## src/bptc_pkg.sv

```systemverilog
// Shared types and constants for the barometer compensation pipeline.
package bptc_pkg;

   // Pipeline depth, input register to output register
   localparam int NUM_STAGES = 8;

   // Register port
   localparam int CSR_ADDR_W = 3;
   localparam int CSR_DATA_W = 32;

   typedef enum logic [CSR_ADDR_W-1:0] {
      CSR_SENS_BASE,
      CSR_OFFSET_BASE,
      CSR_SENS_TEMP_COEFF,
      CSR_OFFSET_TEMP_COEFF,
      CSR_REF_TEMPERATURE_RAW,
      CSR_TEMP_SLOPE_COEFF,
      CSR_PRESSURE_BIAS,
      CSR_CURVATURE_TERMS
   } csr_index_type;

   // Load enables and valid bits, one per stage
   typedef struct packed {
      logic [NUM_STAGES-1:0] load;
      logic [NUM_STAGES-1:0] valid;
   } pipe_ctrl_type;

   // Arithmetic constants
   localparam int SQ_SHIFT        = 14;
   localparam int OFF_TC_BIAS     = 1024;
   localparam int OFF_DIV_SHIFT   = 14;
   localparam int SENS_DIV_SHIFT  = 10;
   localparam int PRESS_ZERO      = 7168;
   localparam int X_DIV_SHIFT     = 14;
   localparam int PRESS_DIV_SHIFT = 5;
   localparam int TEMP_BASE       = 250;
   localparam int TEMP_DIV_SHIFT  = 16;

endpackage

```

## src/bptc_pipe_ctrl.sv

```systemverilog
// Valid bits and per-stage load enables for the compensation pipeline.
module bptc_pipe_ctrl import bptc_pkg::*; (
   input  logic          clock,
   input  logic          reset,
   input  logic          in_valid,
   input  logic          out_stall,
   output pipe_ctrl_type ctrl
);

   logic [NUM_STAGES-1:0] valid_ff;
   logic [NUM_STAGES-1:0] valid_in;
   logic [NUM_STAGES-1:0] load;

   // A stage loads when empty or when the stage after it moves on,
   // so bubbles close up behind a stalled output.
   always_comb begin
      load[NUM_STAGES-1] = !valid_ff[NUM_STAGES-1] || !out_stall;
      for (int k = NUM_STAGES - 2; k >= 0; k--) begin
         load[k] = !valid_ff[k] || load[k+1];
      end
   end

   always_comb begin
      valid_in[0] = load[0] ? in_valid : valid_ff[0];
      for (int k = 1; k < NUM_STAGES; k++) begin
         valid_in[k] = load[k] ? valid_ff[k-1] : valid_ff[k];
      end
   end

   always_ff @(posedge clock) begin
      if (reset) begin
         valid_ff <= '0;
      end else begin
         valid_ff <= valid_in;
      end
   end

   assign ctrl.load  = load;
   assign ctrl.valid = valid_ff;

endmodule

```

## config.mk

```make
export PLATFORM = sky130hd
export DESIGN_NAME = bptc_pipe_ctrl
export DESIGN_NICKNAME = d
export VERILOG_FILES = /design/src/bptc_pkg.sv /design/src/bptc_pipe_ctrl.sv
export SDC_FILE = /design/constraint.sdc
export NUM_CORES = 1
export LEC_CHECK = 0
export BUFFER_PORTS_ARGS = -buffer_cell sky130_fd_sc_hd__buf_2
export CAP_MARGIN = 40
export CORE_AREA = 4 4 41 43
export DETAILED_ROUTE_END_ITERATION = 10
export DIE_AREA = 0 0 45 47
export PLACE_DENSITY_LB_ADDON = 0.3
export SYNTH_ARGS = -nofsm -noshare
export SYNTH_HDL_FRONTEND = slang
export SYNTH_SLANG_ARGS = --single-unit
```

## constraint.sdc

```tcl
create_clock -name clock -period 1.8 [get_ports clock]
set_clock_uncertainty 0.05 [all_clocks]
set_input_delay 0.54 -clock clock [delete_from_list [all_inputs] [get_ports clock]]
set_output_delay 0.54 -clock clock [all_outputs]
set_load 0.05 [all_outputs]
```

==> results.toml, run 1 <==
[clocking]
clockRootBuffer = "clkbuf_4"
clock_latency_ps = 250
cts_tree = "built"
cts_max_path_buffers = 2
clock_sinks = 8
ctsHtreeMaxLevel = 1
cts_inserted_buffers = 3
path_clk_slew_ps = 60
cts_hold_buf = 0

[synth]
synth.cell_area_um2 = 330.3
syn-mean-instance-area_um2 = 8.927
synth_edf_count = 0
yosys_warnings = 0
synth_top_area_share = 0.4848
yosysUniqueCellTypes = 14
synth_top_area_cell = "dfxtp_1"
synth_compound_area_frac = 0.1326
ys_seq_area_frac = 0.4848
synth_top_family_by_area = "simple AND/OR/NAND/NOR gates"
synthAdderAreaFrac = 0
yosysMostFrequentCell = "dfxtp_1"
synth-simple-area-share = 0.2689
synthCells = 37
synth-xor-area-share = 0
synth-seq-cells = 8
synth.mux.area_fraction = 0
synth_ff_type = "dfxtp_1"
ys_async_sr_fraction = 0
synth_nets = 41
synth_area_leaders = "dfxtp_1 (48%), nor2_1 (8.0%), buf_6 (6.8%)"
synth_commonest_cells = "dfxtp_1 (8), nor2_1 (7), a21oi_1 (4), inv_1 (4), nand2_1 (3)"

[detailed_routing]
viasPerCell = 4.309
drt-pass1-iter-count = 2
drt-total-wl_um = 837
drt_iter0_markers = 1
drtAntennaViolNets = 0
drc = 0
route.vias.total = 349
wl_per_cell_um = 10.33

[status]
outcome = "complete, but fails checks"
violations = "setup timing"

[placement]
dpl_cell_area_um2 = 490.5
place.gp.congestion = 0.6357
io_buffers = 19
dp_hpwl_um = 584.5

[sta]
relSlewSlack = 0.8220
fin_ws_ps = -34.83
tightest_slew_ps = 266.6
layout_worst_path_cycle_share = 1.019
hold_viol_final = 0
clock.fmax_mhz = 545.0
finalSetupViolations = 5
period_needed_ps = 1835
hold_slack_ps = 396.0
maxSlewViolCount = 0
rsz0062_at_grt = "true"

[finish]
top_regs = "valid_ff x8"
drive_gt1_frac = 0.6667
fill_cells = 134
fin_area_um2 = 601.8
antennaDiodeCount = 0
synthToLayoutAreaGrowth_pct = 82.20
layout.area.seq_um2 = 175.2
nets = 71
top_register = "valid_ff"
largest_reg_flops = 8
multiInputGateArea_um2 = 152.6

[grt]
first_global_vias = 321
grt_pass1_wl_um = 1414
antenna_found_initial = 0
grt_overflow = 0
grt.total_usage = 0.09667
grt_max_degree = 9

[die]
core_mm2 = 0.001301
dieArea_mm2 = 0.002115
initial_utilization = 0.2538
die_y_um = 47
die_x_um = 45
rows = 13
pin_count = 20

[power]
ir_drop_uv = 334.4
pwr_density_cell_mw_per_mm2 = 596.2
leakagePower_uw = 0.0002632
power_uw = 358.8

[setup_path]
startpoint_type = "primary input"
arrival_ps = 1240
critical_path_required_ps = 1210
cp_max_fo = 3
critPathKind = "in2out"
end_kind = "output port"

[hold_path]
hold_class = "reg2reg"

[flow_run]
cap_violations = 0
-- metal layers --
layer  global-route usage  vias to the layer above  wire length, µm
met5                    0                        -                0
met4              0.08772                        0                9
met3              0.03065                        2               76
met2               0.1441                       13              388
met1               0.1101                      151              362
li1                     -                      183                -
-- cell families (layout without fill, tap and decap cells) --
| kind of cell | count (synthesis) | count (layout) |
|---|---|---|
| buffers and inverters | 6 | 35 |
| AO/OA/AOI/OAI | 7 | 7 |
| AND/OR/NAND/NOR | 16 | 16 |
| flip-flops | 8 | 8 |
-- final timing paths --
| path | from | endpoint | slack, ps | cells after the start |
|---|---|---|---|---|
| worst max-delay path | out_stall | ctrl[8] | -30 | 5 |
| worst min register to register | valid_ff[5]$_SDFFE_PP0P_ | valid_ff[6]$_SDFFE_PP0P_ | 400 | 2 |
| worst max register to register | valid_ff[6]$_SDFFE_PP0P_ | valid_ff[0]$_SDFFE_PP0P_ | 580 | 5 |
| worst min-delay path | valid_ff[5]$_SDFFE_PP0P_ | valid_ff[6]$_SDFFE_PP0P_ | 400 | 2 |
-- where the power goes --
part	switching (µW)	internal, µW
clock network	61.6	84.8
registers	5.01	177
logic	20.4	10.2
total	87.0	272
-- placed cells by master (no fill, tap or decap), types with 2 or more instances in the layout --
cell and count:
a21oi_1 4, buf_2 12, buf_4 8, buf_6 4, buf_8 3, clkbuf_4 3
dfxtp_1 2, dfxtp_2 3, dfxtp_4 3, inv_1 2, nand2_1 2, nand3_4 2
nor2_1 7
-- cell type report --
type                            count  share of cell area
Sequential cell                     8              0.2911
Multi-Input combinational cell     23              0.2536
Inverter                            4             0.03119
Tap cell                           15             0.03119
Clock buffer                        4             0.04366
Timing Repair Buffer               27              0.3493
-- critical path, cell delays in order --
cell,delay (ps)
buf_6,70
and4_1,200
and2_4,190
nand3_4,80
buf_8,160
-- metrics by stage --
stage	setup slack [ps]	std cells	setup TNS [ps]	util
2_1_floorplan	-60.88	37	-81.72	-
3_3_place_gp	-121.0	74	-620.0	0.3769
3_5_place_dp	-129.2	74	-657.3	0.3769
4_1_cts	-54.19	79	-158.7	0.4462
5_1_grt	-75.22	81	-261.1	0.4625
6_report	-34.83	81	-100.9	0.4625
-- timing repair --
item                       in CTS  in global routing
resized for setup              16                  3
buffers inserted                1                  2
gates cloned                    0                  0
pin swaps                       1                  2
setup endpoints to repair       6                  6
No activity file was read; power rests on OpenSTA's default activity.
==> run 2, diff against run 1 <==
--- a/config.mk
+++ b/config.mk
@@ -5,6 +5,7 @@
 export SDC_FILE = /design/constraint.sdc
 export NUM_CORES = 1
 export LEC_CHECK = 0
+export ABC_AREA = 1
 export BUFFER_PORTS_ARGS = -buffer_cell sky130_fd_sc_hd__buf_2
 export CAP_MARGIN = 40
 export CORE_AREA = 4 4 41 43
==> results.toml, run 2 <==
[hold_path]
hold_class = "reg2reg"

[synth]
synth.cell_area_um2 = 317.8
yosys_warnings = 0
synthCells = 36
synth_ff_type = "dfxtp_1"
synth_nets = 40
syn-mean-instance-area_um2 = 8.828
synth_area_leaders = "dfxtp_1 (50%), inv_1 (12%), a21oi_1 (11%)"
synth_top_area_cell = "dfxtp_1"
yosysUniqueCellTypes = 11
yosysMostFrequentCell = "inv_1"
synth_top_area_share = 0.5039
synth-seq-cells = 8
synth_commonest_cells = "inv_1 (10), dfxtp_1 (8), a21oi_1 (7)"
synth_edf_count = 0
ys_async_sr_fraction = 0
ys_seq_area_frac = 0.5039

[finish]
synthToLayoutAreaGrowth_pct = 96.46
top_register = "valid_ff"
layout.area.seq_um2 = 168.9
largest_reg_flops = 8
drive_gt1_frac = 0.6912
final_util = 0.4798
multiInputGateArea_um2 = 147.6
antennaDiodeCount = 0
mostFrequentLayoutCell = "buf_2"
nets = 73
top_regs = "valid_ff x8"
layout.cells.most_common_list = "buf_2 (12), buf_4 (10), inv_1 (8)"
fin_area_um2 = 624.3
fill_cells = 136

[clocking]
cts_tree = "built"
cts_hold_buf = 0
path_clk_slew_ps = 60
clock_sinks = 8
cts_inserted_buffers = 3
clockRootBuffer = "clkbuf_4"
clock_latency_ps = 260
ctsHtreeMaxLevel = 1
cts_max_path_buffers = 2

[die]
die_x_um = 45
core_mm2 = 0.001301
rows = 13
die_y_um = 47
initial_utilization = 0.2442
dieArea_mm2 = 0.002115
pin_count = 20

[detailed_routing]
wl_per_cell_um = 9.590
drt-total-wl_um = 796
drt-pass1-iter-count = 2
route.vias.total = 334
drc = 0
drt_iter0_markers = 1
drtAntennaViolNets = 0
viasPerCell = 4.024

[setup_path]
end_kind = "output port"
arrival_ps = 1290
startpoint_type = "flop"
cp_max_fo = 3
critical_path_required_ps = 1210
critPathKind = "reg2out"

[flow_run]
cap_violations = 0

[sta]
hold_viol_final = 0
maxSlewViolCount = 0
period_needed_ps = 1876
finalSetupViolations = 5
clock.fmax_mhz = 533.1
hold_slack_ps = 430.5
layout_worst_path_cycle_share = 1.042
relSlewSlack = 0.8330
rsz0062_at_grt = "true"
fin_ws_ps = -75.84
tightest_slew_ps = 252.2

[grt]
first_global_vias = 346
grt_max_degree = 9
grt_overflow = 0
grt.total_usage = 0.09667
antenna_found_initial = 0
grt_pass1_wl_um = 1428

[power]
leakagePower_uw = 0.0002810
pwr_density_cell_mw_per_mm2 = 581.6
ir_drop_uv = 364.2
power_uw = 363.1

[status]
violations = "setup timing"
outcome = "complete, but fails checks"

[placement]
dpl_cell_area_um2 = 493.0
place.gp.congestion = 0.6553
dp_hpwl_um = 577.8
io_buffers = 19
==> run 2: cell families after synthesis <==
family	after synthesis	share of synthesized area
buffers and inverters	11	0.1299
AO/OA/AOI/OAI	7	0.1102
flip-flops	8	0.5039
AND/OR/NAND/NOR	10	0.2559
==> run 2: worst paths after layout <==
check / start / to / slack (ps) / cells after the start
worst max register to register: valid_ff[7]$_SDFFE_PP0P_ / valid_ff[5]$_SDFFE_PP0P_ / 410 / 10
worst min-delay path: valid_ff[6]$_SDFFE_PP0P_ / valid_ff[7]$_SDFFE_PP0P_ / 430 / 2
worst max-delay path: valid_ff[7]$_SDFFE_PP0P_ / ctrl[8] / -80 / 6
worst min register to register: valid_ff[6]$_SDFFE_PP0P_ / valid_ff[7]$_SDFFE_PP0P_ / 430 / 2
==> run 2: timing repair <==
item | in CTS | in global routing
endpoints found under the setup margin | 6 | 6
pin swaps | 2 | 1
buffers inserted | 4 | 2
resized for setup | 17 | 3
==> run 2: report_power, final <==
group	internal [µW]	total, µW	switching [µW]	leakage [µW]
Clock	85.1	150	65.3	0.0000150
Combinational	7.94	29.1	21.2	0.000198
Sequential	179	184	4.28	0.0000679
==> run 2: critical path, cell delays in order (launching register included) <==
cell and delay (ps):
dfxtp_4 370, nand2_8 50, nor2_4 100, nand4_4 100, nor2_4 150, nand3_4 90
buf_8 160
==> run 2: area by class of cell <==
type,count,area share
repair buffers,29,0.3607
multi-input cells,17,0.2365
well taps,15,0.03006
clock buffers,4,0.04208
flip-flops and latches,8,0.2705
inverters,10,0.06012
==> run 2: metrics by stage <==
| stage | worst slack (ps) | std cells | TNS, ps |
|---|---|---|---|
| CTS | -122.7 | 81 | -411.3 |
| global route | -159.0 | 83 | -704.8 |
| finish | -75.84 | 83 | -220.7 |
| detailed placement | -168.0 | 73 | -778.6 |
| floorplan | -266.1 | 36 | -1069 |
| global placement | -157.9 | 73 | -759.1 |
==> run 2: layer usage <==
layer | wire length, µm | vias up | track usage
met5 | 0 | - | 0
met4 | 10 | 0 | 0.03509
met3 | 92 | 2 | 0.06513
met2 | 388 | 15 | 0.1525
met1 | 305 | 146 | 0.1032
li1 | - | 171 | -
